File: config.mk
export PLATFORM = sky130hd
export DESIGN_NAME = bgps_queue
export DESIGN_NICKNAME = d
export VERILOG_FILES = /design/src/bgps_pkg.sv /design/src/bgps_queue.sv
export SDC_FILE = /design/constraint.sdc
export NUM_CORES = 1
export LEC_CHECK = 0
export ABC_AREA = 1
export BUFFER_PORTS_ARGS = -buffer_cell sky130_fd_sc_hd__buf_2
export CAP_MARGIN = 10
export CORE_ASPECT_RATIO = 1.4
export CORE_UTILIZATION = 55
export CTS_CLUSTER_DIAMETER = 40
export DETAILED_ROUTE_END_ITERATION = 12
export GPL_ROUTABILITY_DRIVEN = 0
export PLACE_DENSITY = 0.85
export SYNTH_ARGS = -nofsm -noshare
export SYNTH_HDL_FRONTEND = slang
export SYNTH_SLANG_ARGS = --single-unit
File: constraint.sdc
create_clock -name i_clk -period 2.8 [get_ports i_clk]
set_clock_uncertainty 0.1 [all_clocks]
set_input_delay 0.14 -clock i_clk [delete_from_list [all_inputs] [get_ports i_clk]]
set_output_delay 0.14 -clock i_clk [all_outputs]
set_load 0.01 [all_outputs]
File: src/bgps_pkg.sv
`default_nettype none

package bgps_pkg;

    // Sizing limits of the block.
    localparam int MAX_WIDTH  = 2048;
    localparam int MAX_HEIGHT = 2048;
    localparam int MAX_BLOCK  = 32;
    localparam int GRAD_BITS  = 16;

    // Derived widths.
    localparam int XW    = $clog2(MAX_WIDTH);                 // pixel coordinate
    localparam int DIMW  = XW + 1;                            // clamped image dimension
    localparam int BW    = $clog2(MAX_BLOCK + 1);             // clamped block side
    localparam int CW    = $clog2(MAX_BLOCK);                 // position inside a block
    localparam int OFFW  = 2 * CW;                            // raster offset inside a block
    localparam int BBW   = $clog2(MAX_BLOCK * MAX_BLOCK + 1); // block area
    localparam int SUMW  = GRAD_BITS + OFFW;                  // block gradient sum
    localparam int PRODW = GRAD_BITS + BBW;                   // value times block area

    // Register field widths and the APB port.
    localparam int BSW    = 6;
    localparam int THRW   = 16;
    localparam int IMGW   = 12;
    localparam int APB_AW = 4;
    localparam int APB_DW = 32;

    // Clamped configuration as seen by the datapath.
    typedef struct packed {
        logic [BW-1:0]   b;
        logic [THRW-1:0] thr;
        logic [DIMW-1:0] w;
        logic [DIMW-1:0] h;
    } t_cfg;

    // One in-block pixel handed from the front to the back.
    typedef struct packed {
        logic [XW-1:0]        bi;
        logic [GRAD_BITS-1:0] grad;
        logic [OFFW-1:0]      off;
        logic                 is_first;
        logic                 is_last;
        logic [XW-1:0]        bx0;
        logic [XW-1:0]        by0;
    } t_task;

    typedef struct packed {
        logic [XW-1:0]        x;
        logic [XW-1:0]        y;
        logic [GRAD_BITS-1:0] peak;
    } t_result;

    // One step of restoring division by the block side.
    // Returns the quotient bit above the new remainder.
    function automatic logic [CW:0] div_step(input logic [CW-1:0] rem,
                                             input logic          din,
                                             input logic [BW-1:0] b);
        logic [BW:0] t;
        logic [BW:0] d;
        t = (BW + 1)'({rem, din});
        d = t - (BW + 1)'(b);
        if (t >= (BW + 1)'(b)) begin
            return {1'b1, d[CW-1:0]};
        end
        return {1'b0, t[CW-1:0]};
    endfunction

endpackage

`default_nettype wire

File: src/bgps_queue.sv
`default_nettype none

module bgps_queue (
    input  logic            i_clk,
    input  logic            i_rst_n,
    input  logic            i_push,
    input  bgps_pkg::t_task i_push_task,
    output logic            o_full,
    input  logic            i_pop,
    output logic            o_head_valid,
    output bgps_pkg::t_task o_head
);
    import bgps_pkg::*;

    localparam int QDEPTH = 4;
    localparam int QPW    = $clog2(QDEPTH);

    t_task          r_mem [QDEPTH];
    logic [QPW-1:0] r_wp, r_rp;
    logic [QPW:0]   r_cnt, n_cnt;

    assign o_full       = (r_cnt == (QPW + 1)'(QDEPTH));
    assign o_head_valid = (r_cnt != '0);
    assign o_head       = r_mem[r_rp];
    assign n_cnt        = r_cnt + (QPW + 1)'(i_push) - (QPW + 1)'(i_pop);

    always_ff @(posedge i_clk) begin
        if (!i_rst_n) begin
            r_wp  <= '0;
            r_rp  <= '0;
            r_cnt <= '0;
        end else begin
            r_cnt <= n_cnt;
            if (i_push) begin
                r_wp <= (r_wp == QPW'(QDEPTH - 1)) ? '0 : r_wp + QPW'(1);
            end
            if (i_pop) begin
                r_rp <= (r_rp == QPW'(QDEPTH - 1)) ? '0 : r_rp + QPW'(1);
            end
        end
    end

    always_ff @(posedge i_clk) begin
        if (i_push) begin
            r_mem[r_wp] <= i_push_task;
        end
    end

endmodule

`default_nettype wire

Word-level counts from Yosys, hierarchy flattened
Memory sizes are Yosys's and may differ from the RTL's. A register that Yosys moved wholly into a read port is not among the register bits.
Index checks and enable logic that the tools add are counted.

word-level totals
  bits in registers = 7
  memories kept = 1
  RAM bits = 244

operators by class
  add/sub/neg operators = 4
  equality and inequality tests = 3
  mux-type cells = 6
  reduce and logical (&&, ||, !) cells = 1

memory list
  memory  depth  width  read ports  clocked after memory_dff  wr ports  RTL line          RTL
  r_mem   4      61     1           1                         1         bgps_queue.sv:18  t_task r_mem [QDEPTH];

operators with widths
  operator                                                       count
  2-bit two-way mux                                              4
  2-bit by 1-bit adder with 2-bit output, second input constant  2
  2-bit equality test, second input constant                     2
  3-bit by 1-bit adder with 3-bit output                         1
  3-bit equality test, second input constant                     1
  3-bit nonzero test                                             1
  3-bit by 1-bit subtractor with 3-bit output                    1
  1-bit two-way mux                                              2

Logic depth before layout (Yosys ltp)
  word-level depth = 4
  mapped depth = 8
  gate-level depth less buffers = 8

Worst setup path after synthesis
Ideal clock, no wire load.

  path type = register to register
  start point = register r_wp[0]
  end point = memory r_mem[2][0] (netlist name) (enable)
  setup slack = 511 ps
  arrival = 1,774 ps
  cell stages (with the launch flop) = 5
  clock period less this slack = 2,289 ps
  setup time = 415 ps
  cell sequence = dfxtp_1 -> inv_1 -> ha_1 -> nand2_1 -> inv_1

RTL lines
  item                      RTL line          RTL
  start: declaration        bgps_queue.sv:19  logic [QPW-1:0] r_wp, r_rp;
  start signal: assignment  bgps_queue.sv:35  r_wp <= (r_wp == QPW'(QDEPTH - 1)) ? '0 : r_wp + QPW'(1);
  end: declaration          bgps_queue.sv:18

No word-level cell before the write port.

==> impl_metrics.env <==
export IMPL_final_setup_tns_ns=0
export IMPL_grt_util_all_layers=0.207
export IMPL_fill_cells=1209
export IMPL_firstDrtPassIters=5
export IMPL_cts_max_level=1
export IMPL_tightest_slew_ns=0.721
export IMPL_multi_input_area_mm2=0.00205
export IMPL_yosys_top_cells_count="edfxtp_1, inv_1, nand2_1"
export IMPL_worst_path_max_fanout=43
export IMPL_worst_endpoint_required_ns=2.56
export IMPL_p_leak_nw=5.00
export IMPL_die_h_um=165
export IMPL_drt_initial_drc_count=556
export IMPL_clock_sinks=253
export IMPL_power_density_mw_per_mm2=684
export IMPL_rsz0062_at_grt="false"
export IMPL_dp_cells=1116
export IMPL_routed_wirelength_mm=20.4
export IMPL_arrival_ns=2.07
export IMPL_grt_pass1_wl_mm=31.5
export IMPL_netlist_area_mm2=0.0105
export IMPL_synth_warning_count=0
export IMPL_io_pins=128
export IMPL_synth_top_area_share=0.700
export IMPL_crit_chain="buf_4 > a21oi_1 > o21ai_0 > nand2_1 > buf_2"
export IMPL_rr_worst_depth=4
export IMPL_final_layout_size_suffix_gt1_frac=0.257
export IMPL_wire_per_inst_um=16.6
export IMPL_r2r_start="r_wp[0]$_SDFFE_PN0P_"
export IMPL_crit_path_end_kind="primary output"
export IMPL_max_freq_ghz=0.433
export IMPL_synthTopCellsByArea="edfxtp_1, o211ai_2, inv_1, nand2_1, a21oi_1"
export IMPL_ant_nets=0
export IMPL_vias_per_cell=5.16
export IMPL_clock_latency_ns=0.50
export IMPL_min_period_ns=2.31
export IMPL_ys_seq_area_frac=0.717
export IMPL_fin_crit_sh=0.825
export IMPL_syn_inst=771
export IMPL_async_flop_share=0
export IMPL_route_detailed_drc=0
export IMPL_grt_pass1_vias=6117
export IMPL_hold_viol=0
export IMPL_cp_depth=5
export IMPL_via_count=6327
export IMPL_hold_path_class="in -> reg"
export IMPL_fp_coreArea_mm2=0.0186
export IMPL_r2r_end="r_mem[3][55]$_DFFE_PP_"
export IMPL_slowest_delay_ns=0.74
export IMPL_irDropWorstVdd_uv=490
export IMPL_root_buffer="clkbuf_16"
export IMPL_synth_nets=844
export IMPL_synth_cell_types=20
export IMPL_outcome="completed"
export IMPL_cts_setup_buffers=0
export IMPL_max_cap_viol_count=0
export IMPL_regToRegSetupSlack_ns=0.87
export IMPL_start_util=0.563
export IMPL_die_area_mm2=0.0196
export IMPL_cp_top_family="flip-flops"
export IMPL_cts_tree="done"
export IMPL_yosysMostFrequentCell="edfxtp_1"
export IMPL_ctsLongestPathBuffers=3
export IMPL_crit_slowest_cell="dfxtp_4"
export IMPL_synth_edf_count=244
export IMPL_slew_headroom=0.519
export IMPL_cts_buffers=25
export IMPL_num_rows=59
export IMPL_critPathLaunchType="register"
export IMPL_insertedDiodeCount=0
export IMPL_postSynthAreaPerCell_um2=13.6
export IMPL_synth_seq_cells=253
export IMPL_path_buf_inv=2
export IMPL_die_x_um=119
export IMPL_grt_max_degree=113
export IMPL_grt_antenna_before_repair=0
export IMPL_layout_cells_non_filler=1225
export IMPL_path_class="reg -> out"
export IMPL_area_growth_synth_to_final_pct=20.8
export IMPL_clk_pin_slew_ns=0.06
export IMPL_setup_viol=0
export IMPL_ff_latch_area_mm2=0.00751
export IMPL_overflow=0
export IMPL_fin_nets=1036
export IMPL_dp_hpwl_mm=11.9
export IMPL_port_buffers=127
export IMPL_synth_top_cell_by_area="edfxtp_1"
export IMPL_slew_violations=0
export IMPL_synth_top_flop_cell="edfxtp_1"
export IMPL_cp_endpoint="o_head[53]"
cells in the final DEF, fill, tap and decap left out, drive strengths merged:
cell	synthesis	routed
nand2	133	133
ha	7	7
fa	1	1
inv	137	142
buf	39	143
dfxtp	9	9
edfxtp	244	244
clkbuf	3	28
dlygate4sd3	0	64
clkinv	0	9
nand3	2	2
clkinvlp	0	1
o21ai	62	62
o211ai	61	61
nor2	7	7
xnor2	1	1
nor3	1	1
a21oi	64	64
bufinv	0	2
through the flow:
stage               hold slack (ns)   util  setup slack (ns)  power (mW)  cell area (um2)
finish                        0.290  0.680             0.489        8.65            12600
global route                  0.286  0.680             0.342        8.94            12600
CTS                           0.274  0.680             0.441        8.68            12600
detailed placement            0.257  0.602             0.901        5.41            11200
global placement              0.254  0.602             0.992        5.37            11200
floorplan                     0.133      -             0.511        5.09            10500
flip-flops by register name, summed over array words and instances (netlist names), named ones only:
register / count
r_wp: 2
r_cnt: 3
r_rp: 2
r_mem: 244
where the power goes:
part	internal [mW]	switching, mW
Combinational	0.378	0.611
Sequential	4.35	0.0735
Clock	1.86	1.38
repair_timing:
action / 4_1_cts / 5_1_grt
hold endpoints to repair: 253 / 0
hold buffers: 64 / 0
resized for setup: 0 / 0
metal layers:
layer / up-vias / track usage / part of all wire
met4: 0 / 0.0829 / 0.029
li1: 3048 / - / -
met2: 213 / 0.362 / 0.52
met3: 43 / 0.0261 / 0.046
met1: 3023 / 0.263 / 0.41
met5: - / 0 / 0
layout make-up:
| type | count | area share |
|---|---|---|
| Multi-Input combinational cell | 339 | 0.162 |
| Inverter | 137 | 0.0407 |
| Tap cell | 244 | 0.0241 |
| Timing Repair Buffer | 207 | 0.115 |
| Clock inverter | 17 | 0.0133 |
| Sequential cell | 253 | 0.594 |
| Clock buffer | 28 | 0.0504 |
logic make-up (layout without fill, tap and decap cells):
family                   Yosys count  after routing  synth area share
flip-flops                       253            253             0.717
AO/OA/AOI/OAI                    187            187             0.133
buffers and inverters            179            389            0.0868
AND/OR/NAND/NOR                  143            143            0.0516
adder cells (fa/ha/maj)            8              8            0.0103
XOR/XNOR                           1              1          0.000837
worst min-delay path by stage:
stage / startpoint / end / slack (ns) / depth (start not counted)
global route: i_push_task[1] / r_mem[1][1]$_DFFE_PP_ / 0.29 / 2
global placement: i_push_task[53] / r_mem[3][53]$_DFFE_PP_ / 0.25 / 1
finish: i_push_task[4] / r_mem[3][4]$_DFFE_PP_ / 0.29 / 2
detailed placement: i_push_task[50] / r_mem[1][50]$_DFFE_PP_ / 0.26 / 1
CTS: i_push_task[44] / r_mem[0][44]$_DFFE_PP_ / 0.27 / 2
floorplan: i_rst_n / r_cnt[1]$_SDFF_PN0_ / 0.13 / 2
Power figures use the tool's default switching activity.
