$ cat config.mk
export PLATFORM = sky130hd
export DESIGN_NAME = bgps_front
export DESIGN_NICKNAME = d
export VERILOG_FILES = /design/src/bgps_pkg.sv /design/src/bgps_front.sv
export SDC_FILE = /design/constraint.sdc
export NUM_CORES = 1
export LEC_CHECK = 0
export CAP_MARGIN = 40
export CORE_MARGIN = 4
export CORE_UTILIZATION = 65
export CTS_CLUSTER_SIZE = 24
export DETAILED_ROUTE_END_ITERATION = 10
export DONT_BUFFER_PORTS = 1
export PLACE_DENSITY_LB_ADDON = 0.2
export SYNTH_ARGS = -nofsm -noshare
export SYNTH_HDL_FRONTEND = slang
export SYNTH_SLANG_ARGS = --single-unit
$ cat constraint.sdc
create_clock -name i_clk -period 12.78 [get_ports i_clk]
set_input_delay 2.556 -clock i_clk [delete_from_list [all_inputs] [get_ports i_clk]]
set_output_delay 2.556 -clock i_clk [all_outputs]
set_load 0.02 [all_outputs]
$ cat src/bgps_pkg.sv
`default_nettype none

package bgps_pkg;

    // Sizing limits of the block.
    localparam int MAX_WIDTH  = 2048;
    localparam int MAX_HEIGHT = 2048;
    localparam int MAX_BLOCK  = 32;
    localparam int GRAD_BITS  = 16;

    // Derived widths.
    localparam int XW    = $clog2(MAX_WIDTH);                 // pixel coordinate
    localparam int DIMW  = XW + 1;                            // clamped image dimension
    localparam int BW    = $clog2(MAX_BLOCK + 1);             // clamped block side
    localparam int CW    = $clog2(MAX_BLOCK);                 // position inside a block
    localparam int OFFW  = 2 * CW;                            // raster offset inside a block
    localparam int BBW   = $clog2(MAX_BLOCK * MAX_BLOCK + 1); // block area
    localparam int SUMW  = GRAD_BITS + OFFW;                  // block gradient sum
    localparam int PRODW = GRAD_BITS + BBW;                   // value times block area

    // Register field widths and the APB port.
    localparam int BSW    = 6;
    localparam int THRW   = 16;
    localparam int IMGW   = 12;
    localparam int APB_AW = 4;
    localparam int APB_DW = 32;

    // Clamped configuration as seen by the datapath.
    typedef struct packed {
        logic [BW-1:0]   b;
        logic [THRW-1:0] thr;
        logic [DIMW-1:0] w;
        logic [DIMW-1:0] h;
    } t_cfg;

    // One in-block pixel handed from the front to the back.
    typedef struct packed {
        logic [XW-1:0]        bi;
        logic [GRAD_BITS-1:0] grad;
        logic [OFFW-1:0]      off;
        logic                 is_first;
        logic                 is_last;
        logic [XW-1:0]        bx0;
        logic [XW-1:0]        by0;
    } t_task;

    typedef struct packed {
        logic [XW-1:0]        x;
        logic [XW-1:0]        y;
        logic [GRAD_BITS-1:0] peak;
    } t_result;

    // One step of restoring division by the block side.
    // Returns the quotient bit above the new remainder.
    function automatic logic [CW:0] div_step(input logic [CW-1:0] rem,
                                             input logic          din,
                                             input logic [BW-1:0] b);
        logic [BW:0] t;
        logic [BW:0] d;
        t = (BW + 1)'({rem, din});
        d = t - (BW + 1)'(b);
        if (t >= (BW + 1)'(b)) begin
            return {1'b1, d[CW-1:0]};
        end
        return {1'b0, t[CW-1:0]};
    endfunction

endpackage

`default_nettype wire

$ cat src/bgps_front.sv
`default_nettype none

module bgps_front (
    input  logic                           i_clk,
    input  logic                           i_rst_n,
    input  bgps_pkg::t_cfg                 i_cfg,
    input  logic                           i_resync,
    input  logic                           i_pix_valid,
    output logic                           o_pix_ready,
    input  logic [bgps_pkg::GRAD_BITS-1:0] i_gradient,
    input  logic                           i_frame_start,
    input  logic                           i_q_full,
    output logic                           o_q_push,
    output bgps_pkg::t_task                o_q_task
);
    import bgps_pkg::*;

    localparam int STW = $clog2(XW + 1);

    typedef enum logic [1:0] {
        FS_RUN  = 2'b01,
        FS_SYNC = 2'b10
    } t_fstate;

    t_fstate       r_state, n_state;
    logic [XW-1:0] r_x, n_x, r_y, n_y, r_bi, n_bi, r_bx0, n_bx0, r_by0, n_by0;
    logic [CW-1:0] r_col, n_col, r_row, n_row;
    logic [STW-1:0] r_step, n_step;
    logic [XW-1:0] r_dx, n_dx, r_dy, n_dy, r_qx, n_qx;
    logic [CW-1:0] r_rx, n_rx, r_ry, n_ry;

    logic [XW-1:0]   c_x, c_y, c_bi, c_bx0, c_by0;
    logic [CW-1:0]   c_col, c_row;
    logic [DIMW-1:0] c_xspan, c_yspan;
    logic            c_in_block, c_col_end, c_row_end, c_x_wrap, c_y_wrap;
    logic [CW+BW:0]  c_off_full;
    logic [OFFW-1:0] c_off;
    logic            accept;
    logic [CW:0]     sx, sy;

    assign o_pix_ready = (r_state == FS_RUN) && !i_q_full;
    assign accept      = i_pix_valid && o_pix_ready;

    // Classification of the offered pixel. A frame start forces position zero.
    always_comb begin
        c_x   = i_frame_start ? '0 : r_x;
        c_y   = i_frame_start ? '0 : r_y;
        c_bi  = i_frame_start ? '0 : r_bi;
        c_col = i_frame_start ? '0 : r_col;
        c_row = i_frame_start ? '0 : r_row;
        c_bx0 = i_frame_start ? '0 : r_bx0;
        c_by0 = i_frame_start ? '0 : r_by0;

        c_xspan    = DIMW'(c_bx0) + DIMW'(i_cfg.b);
        c_yspan    = DIMW'(c_by0) + DIMW'(i_cfg.b);
        c_in_block = (c_xspan < i_cfg.w) && (c_yspan < i_cfg.h);

        c_off_full = (CW + BW + 1)'(c_row) * (CW + BW + 1)'(i_cfg.b) + (CW + BW + 1)'(c_col);
        c_off      = c_off_full[OFFW-1:0];
        c_col_end  = (BW'(c_col) == i_cfg.b - BW'(1));
        c_row_end  = (BW'(c_row) == i_cfg.b - BW'(1));
        c_x_wrap   = (DIMW'(c_x) + DIMW'(1)) >= i_cfg.w;
        c_y_wrap   = (DIMW'(c_y) + DIMW'(1)) >= i_cfg.h;

        o_q_push          = accept && c_in_block;
        o_q_task.bi       = c_bi;
        o_q_task.grad     = i_gradient;
        o_q_task.off      = c_off;
        o_q_task.is_first = (c_off == '0);
        o_q_task.is_last  = c_col_end && c_row_end;
        o_q_task.bx0      = c_bx0;
        o_q_task.by0      = c_by0;
    end

    always_comb begin
        sx = div_step(r_rx, r_dx[XW-1], i_cfg.b);
        sy = div_step(r_ry, r_dy[XW-1], i_cfg.b);

        n_state = r_state;
        n_x     = r_x;
        n_y     = r_y;
        n_bi    = r_bi;
        n_col   = r_col;
        n_row   = r_row;
        n_bx0   = r_bx0;
        n_by0   = r_by0;
        n_step  = r_step;
        n_dx    = r_dx;
        n_dy    = r_dy;
        n_qx    = r_qx;
        n_rx    = r_rx;
        n_ry    = r_ry;

        unique case (r_state)
            FS_RUN: begin
                if (accept) begin
                    if (c_x_wrap) begin
                        n_x   = '0;
                        n_col = '0;
                        n_bi  = '0;
                        n_bx0 = '0;
                        if (c_y_wrap) begin
                            n_y   = '0;
                            n_row = '0;
                            n_by0 = '0;
                        end else begin
                            n_y = c_y + XW'(1);
                            if (c_row_end) begin
                                n_row = '0;
                                n_by0 = c_by0 + XW'(i_cfg.b);
                            end else begin
                                n_row = c_row + CW'(1);
                                n_by0 = c_by0;
                            end
                        end
                    end else begin
                        n_x   = c_x + XW'(1);
                        n_y   = c_y;
                        n_row = c_row;
                        n_by0 = c_by0;
                        if (c_col_end) begin
                            n_col = '0;
                            n_bi  = c_bi + XW'(1);
                            n_bx0 = c_bx0 + XW'(i_cfg.b);
                        end else begin
                            n_col = c_col + CW'(1);
                            n_bi  = c_bi;
                            n_bx0 = c_bx0;
                        end
                    end
                end
            end
            FS_SYNC: begin
                // Re-derive the block counters from the position, one bit a cycle.
                n_rx   = sx[CW-1:0];
                n_qx   = {r_qx[XW-2:0], sx[CW]};
                n_dx   = r_dx << 1;
                n_ry   = sy[CW-1:0];
                n_dy   = r_dy << 1;
                n_step = r_step - STW'(1);
                if (r_step == STW'(1)) begin
                    n_state = FS_RUN;
                    n_col   = sx[CW-1:0];
                    n_bi    = {r_qx[XW-2:0], sx[CW]};
                    n_bx0   = r_x - XW'(sx[CW-1:0]);
                    n_row   = sy[CW-1:0];
                    n_by0   = r_y - XW'(sy[CW-1:0]);
                end
            end
            default: n_state = FS_RUN;
        endcase

        if (i_resync) begin
            n_state = FS_SYNC;
            n_step  = STW'(XW);
            n_dx    = r_x;
            n_dy    = r_y;
            n_rx    = '0;
            n_ry    = '0;
        end
    end

    always_ff @(posedge i_clk) begin
        if (!i_rst_n) begin
            r_state <= FS_RUN;
            r_x     <= '0;
            r_y     <= '0;
            r_bi    <= '0;
            r_col   <= '0;
            r_row   <= '0;
            r_bx0   <= '0;
            r_by0   <= '0;
            r_step  <= '0;
        end else begin
            r_state <= n_state;
            r_x     <= n_x;
            r_y     <= n_y;
            r_bi    <= n_bi;
            r_col   <= n_col;
            r_row   <= n_row;
            r_bx0   <= n_bx0;
            r_by0   <= n_by0;
            r_step  <= n_step;
        end
    end

    always_ff @(posedge i_clk) begin
        r_dx <= n_dx;
        r_dy <= n_dy;
        r_qx <= n_qx;
        r_rx <= n_rx;
        r_ry <= n_ry;
    end

endmodule

`default_nettype wire

Yosys cells after proc, flatten, opt, wreduce, memory -nomap -nowiden --
Cells that the tools add are included.
Storage, ports and cells: output and inout port bits 63, register bits 113
Cells by class: eq/ne operators 9, bitwise gates (word level) 1, $mul 1, multiplexer cells 52, magnitude comparators 6, reductions and logical operators 13, add/sub/neg operators 18
Operators with widths (count):
- 2-to-1 mux 11 bit | 25
- one-hot mux 11 bit (2 select lines) | 3
- 2-to-1 mux 5 bit | 13
- adder 11 x 1 -> 11 bit, second input constant | 3
- adder 11 x 1 -> 12 bit, second input constant | 2
- adder 11 x 6 -> 12 bit | 2
- greater-or-equal comparator 12 bit | 2
- < comparator 12 bit | 2
- adder 11 x 6 -> 11 bit | 2
- subtractor 11 x 5 -> 11 bit | 2
- one-hot mux 5 bit (2 select lines) | 2
- == test 5 x 6 -> 1 bit | 2
- greater-or-equal comparator 6 bit | 2
- 2-to-1 mux 6 bit | 2
- adder 10 x 5 -> 10 bit | 1
- adder 5 x 1 -> 5 bit, second input constant | 2
- logical NOT 10 bit | 1
- multiplier 5 x 6 -> 10 bit | 1
- subtractor 5 bit | 2
- 2-to-1 mux 4 bit | 2
- inequality test 2 bit, second input constant | 3
- subtractor 6 x 1 -> 6 bit, second input constant | 1
- logical AND 1 bit | 5
- == test 4 x 1 -> 1 bit, second input constant | 1
- other kinds (13) | 17

Logic depth before layout (Yosys ltp) --
depth after elaboration 7, gate-level depth with buffers 22

Least setup slack after synthesis --
OpenSTA, ideal clock, no wires.
kind input to output, start input i_frame_start, end output o_q_task[23] in the netlist's numbering, arrival time 7.086 ns, required time 10.224 ns, path slack 3.138 ns, stages 16, path buffers 4, cell sequence buf_6 -> clkbuf_1 -> clkbuf_1 -> nor2b_1 -> clkbuf_1 -> and2_1 -> fa_1 -> ha_1 -> fa_1 -> fa_1 -> a21oi_1 -> nor2_1 -> nor2_1 -> xnor2_1 -> or4_1 -> nor4_1
RTL lines:
- start: declaration | RTL line bgps_front.sv:11 | input logic i_frame_start,
- end: declaration | RTL line bgps_front.sv:14 | output bgps_pkg::t_task o_q_task

==> run summary <==
register area share after synthesis -> 0.2547
Worst EP required -> 10.22 ns
clock sinks -> 113
drt pass-1 iters -> 5
nets -> 1369
Syn Inst Count -> 1222
CP max stage cell -> nor4_1
total number of vias -> 8876
count of cell types in the netlist -> 77
Pwr Density -> 94.91 nW/um^2
Setup Skew -> 0.009318 ns
crit path kind -> primary input to output pin
die outline area -> 17660 sq um
Main synth FF type -> dfxtp_1
Antenna diodes -> 0
WL/cell -> 19.20 um
Hold Crit Depth -> 0
max-slew violations -> 0
crit-path max FO -> 70
Worst VDD drop -> 0.1212 mV
core area -> 15260 sq um
Adder-Cell Fraction of Synth Area -> 0.1767
die width -> 132.9 um
initial core utilization -> 0.6646
cell chain of the critical path -> nor2b_1 -> nand2_1 -> fa_1 -> fa_1 -> fa_1 -> inv_1 -> ha_1 -> a21oi_1 -> nor2_1 -> nor2_1 -> xnor2_1 -> or4_1 -> nor4_1
post-DP HPWL -> 19290 um
Worst path most repeated cell -> fa_1
Fill cells -> 1309
Crit path largest cell delay -> 0.69 ns
post_cts resized -> 0
synthesized area per cell -> 8.299 sq um
Pleak -> 4.554 nW
clock root buffer -> clkbuf_16
# rows -> 45
mux share of post-synthesis cell area -> 0.03516
Slew HR -> 0.3925
XOR/XNOR Fraction of Synth Area -> 0.07168
Routed Antenna Nets -> 0
CP endpoint kind -> output pin
hold_buf cts -> 0
Die H -> 132.9 um
Vias/cell -> 6.363
Post-DP Area -> 10120 sq um
number of remaining DRC errors -> 0
path depth of the worst reg2reg path -> 19
Setup Fix Bufs, Post-CTS -> 0
Fmax achieved -> 0.1031 GHz
Worst Hold Class -> register to register
clk_lat worst skew -> 0.42 ns
fin util -> 0.7008
ys async rst share -> 0
largest net degree at the start of global routing -> 71
number of global-route vias before repair -> 8380
WL final -> 26780 um
post-layout min period -> 9.701 ns
worst-margin pin slew -> 0.9112 ns
Area Overhead vs Synth -> 5.442%
initial antenna violation count -> 0
EDFF count, synth -> 32
Final Cycle Share -> 0.7590
outcome -> completed
grt ovf -> 0
Synth Area in Compound Gates -> 0.1852
flop-to-flop setup slack -> 8.38 ns
largest family of logic cells by synthesized area -> simple AND/OR/NAND/NOR gates
max-cap violations -> 0
startpoint types -> primary input
Initial DRC Count -> 969
RSZ-0062 raised after global routing -> no
Ys Warns -> 0
H-tree levels -> 4
Final Setup Violations -> 0
share of layout cells above drive strength 1 -> 0.07432
Simple-Gate Fraction of Synth Area -> 0.2095
RePlAce Congestion -> 0.9352
total power -> 1.015 mW
clock buffer depth -> 2
I/O Buffers -> 0
first-pass GRT wire length -> 43790 um
clk slew on worst S/H paths -> 0.06 ns
CTS tree -> done
FF+latch count, synth -> 113
Syn Std Cell Area -> 10140 sq um
endpoints failing hold -> 0
GRT Overall Usage -> 0.3053
Worst EP arrival -> 7.14 ns
worst hold slack -> 0.4465 ns
Syn Nets -> 1420
CTS buffer count -> 17
I/O pin total -> 131
Setup TNS -> 0 ns
Final Instance Area -> 10690 sq um
## cells by family after synthesis
family                   after synthesis
adder cells (fa/ha/maj)              130
AND/OR/NAND/NOR                      406
AO/OA/AOI/OAI                        302
XOR/XNOR                              79
flip-flops                           113
multiplexers                          33
buffers and inverters                159
## state kept, by name (all words and copies together) (netlist names)
register / cells
r_state: 2
r_dx: 11
r_by0: 11
r_qx: 10
r_col: 5
r_dy: 11
r_bx0: 11
r_y: 11
r_row: 5
r_ry: 5
r_rx: 5
r_step: 4
r_bi: 11
r_x: 11
## worst max-delay path: cells and delay by family
kind                       cells  cell delay, ns
adders and majority gates      4            1.91
xor gates and xnor gates       1            0.20
and+or+nand+nor                6            2.24
AOI/OAI and AO/OA              1            0.16
buffers and inverters          1            0.04
## final cells by class
cell class              instances  area (sq um)  share of cell area
clock buffers                  17         425.4             0.03978
clock inverters                15         148.9             0.01392
inverters                      79         296.5             0.02773
multi-input cells             950          6893              0.6446
flip-flops and latches        113          2582              0.2415
well taps                     211         264.0             0.02469
repair buffers                 10         82.58            0.007723
## stage by stage
| stage | cells | setup WS (ns) |
|---|---|---|
| global route | 1395 | 2.933 |
| floorplan | 1222 | 3.138 |
| CTS | 1395 | 3.078 |
| finish | 1395 | 3.079 |
| global placement | 1362 | 3.151 |
| detailed placement | 1363 | 3.080 |
## layer usage
layer	vias to the layer above	wire, um	share of wire	track usage
li1	4236	-	-	-
met1	4208	11550	0.43	0.4143
met2	371	12540	0.47	0.4932
met3	61	1900	0.071	0.04943
met4	0	798	0.030	0.1097
met5	-	0	0	0
## report_power, final
part	leakage, nW	switching [mW]	internal [mW]	total [mW]
logic	3.30	0.0965	0.0628	0.159
clock network	0.278	0.192	0.273	0.465
registers	0.976	0.00796	0.382	0.390
total	4.55	0.297	0.718	1.01
## cells in the final DEF (no fill, tap or decap), types with 5 or more instances in the layout
cell type	instances
or2_2	9
inv_6	7
nand2b_1	15
edfxtp_1	32
o211ai_1	7
nor3_1	13
xnor2_1	51
and2_1	21
xor2_1	25
nand2_1	99
mux2i_1	12
a31oi_1	13
a22oi_1	10
nor3b_1	9
o21a_1	10
o22ai_1	9
dfxtp_1	81
nand3_1	34
or3_1	8
inv_1	78
buf_4	9
nor2_1	84
fa_1	22
nand4_1	16
clkbuf_16	17
a21oi_1	99
a21o_1	16
o31a_1	5
mux2_2	21
and3_1	12
nor2b_1	46
a211oi_1	13
nor4_1	11
o21ai_0	70
ha_1	108
## path summary, 6_finish.rpt
kind / from / to
worst max-delay path: i_frame_start / o_q_task[23]
worst min-delay path: r_qx[8] / r_qx[9]
worst max register to register: r_dy[10] / r_by0[10]
worst min register to register: r_qx[8] / r_qx[9]
## synth_stat cells (15+ instances only)
cell type	n	area share
a21o_1	16	0.012
a21oi_1	101	0.050
and2_1	21	0.013
buf_4	16	0.012
clkbuf_1	49	0.018
dfxtp_1	81	0.16
edfxtp_1	32	0.095
fa_1	22	0.043
ha_1	108	0.13
inv_1	78	0.029
mux2_2	21	0.023
nand2_1	99	0.037
nand2b_1	15	0.0093
nand3_1	34	0.017
nand4_1	16	0.0099
nor2_1	84	0.031
nor2b_1	46	0.028
o21ai_0	70	0.035
xnor2_1	51	0.044
xor2_1	25	0.022
Note: power is estimated with default switching activity, not from simulation.
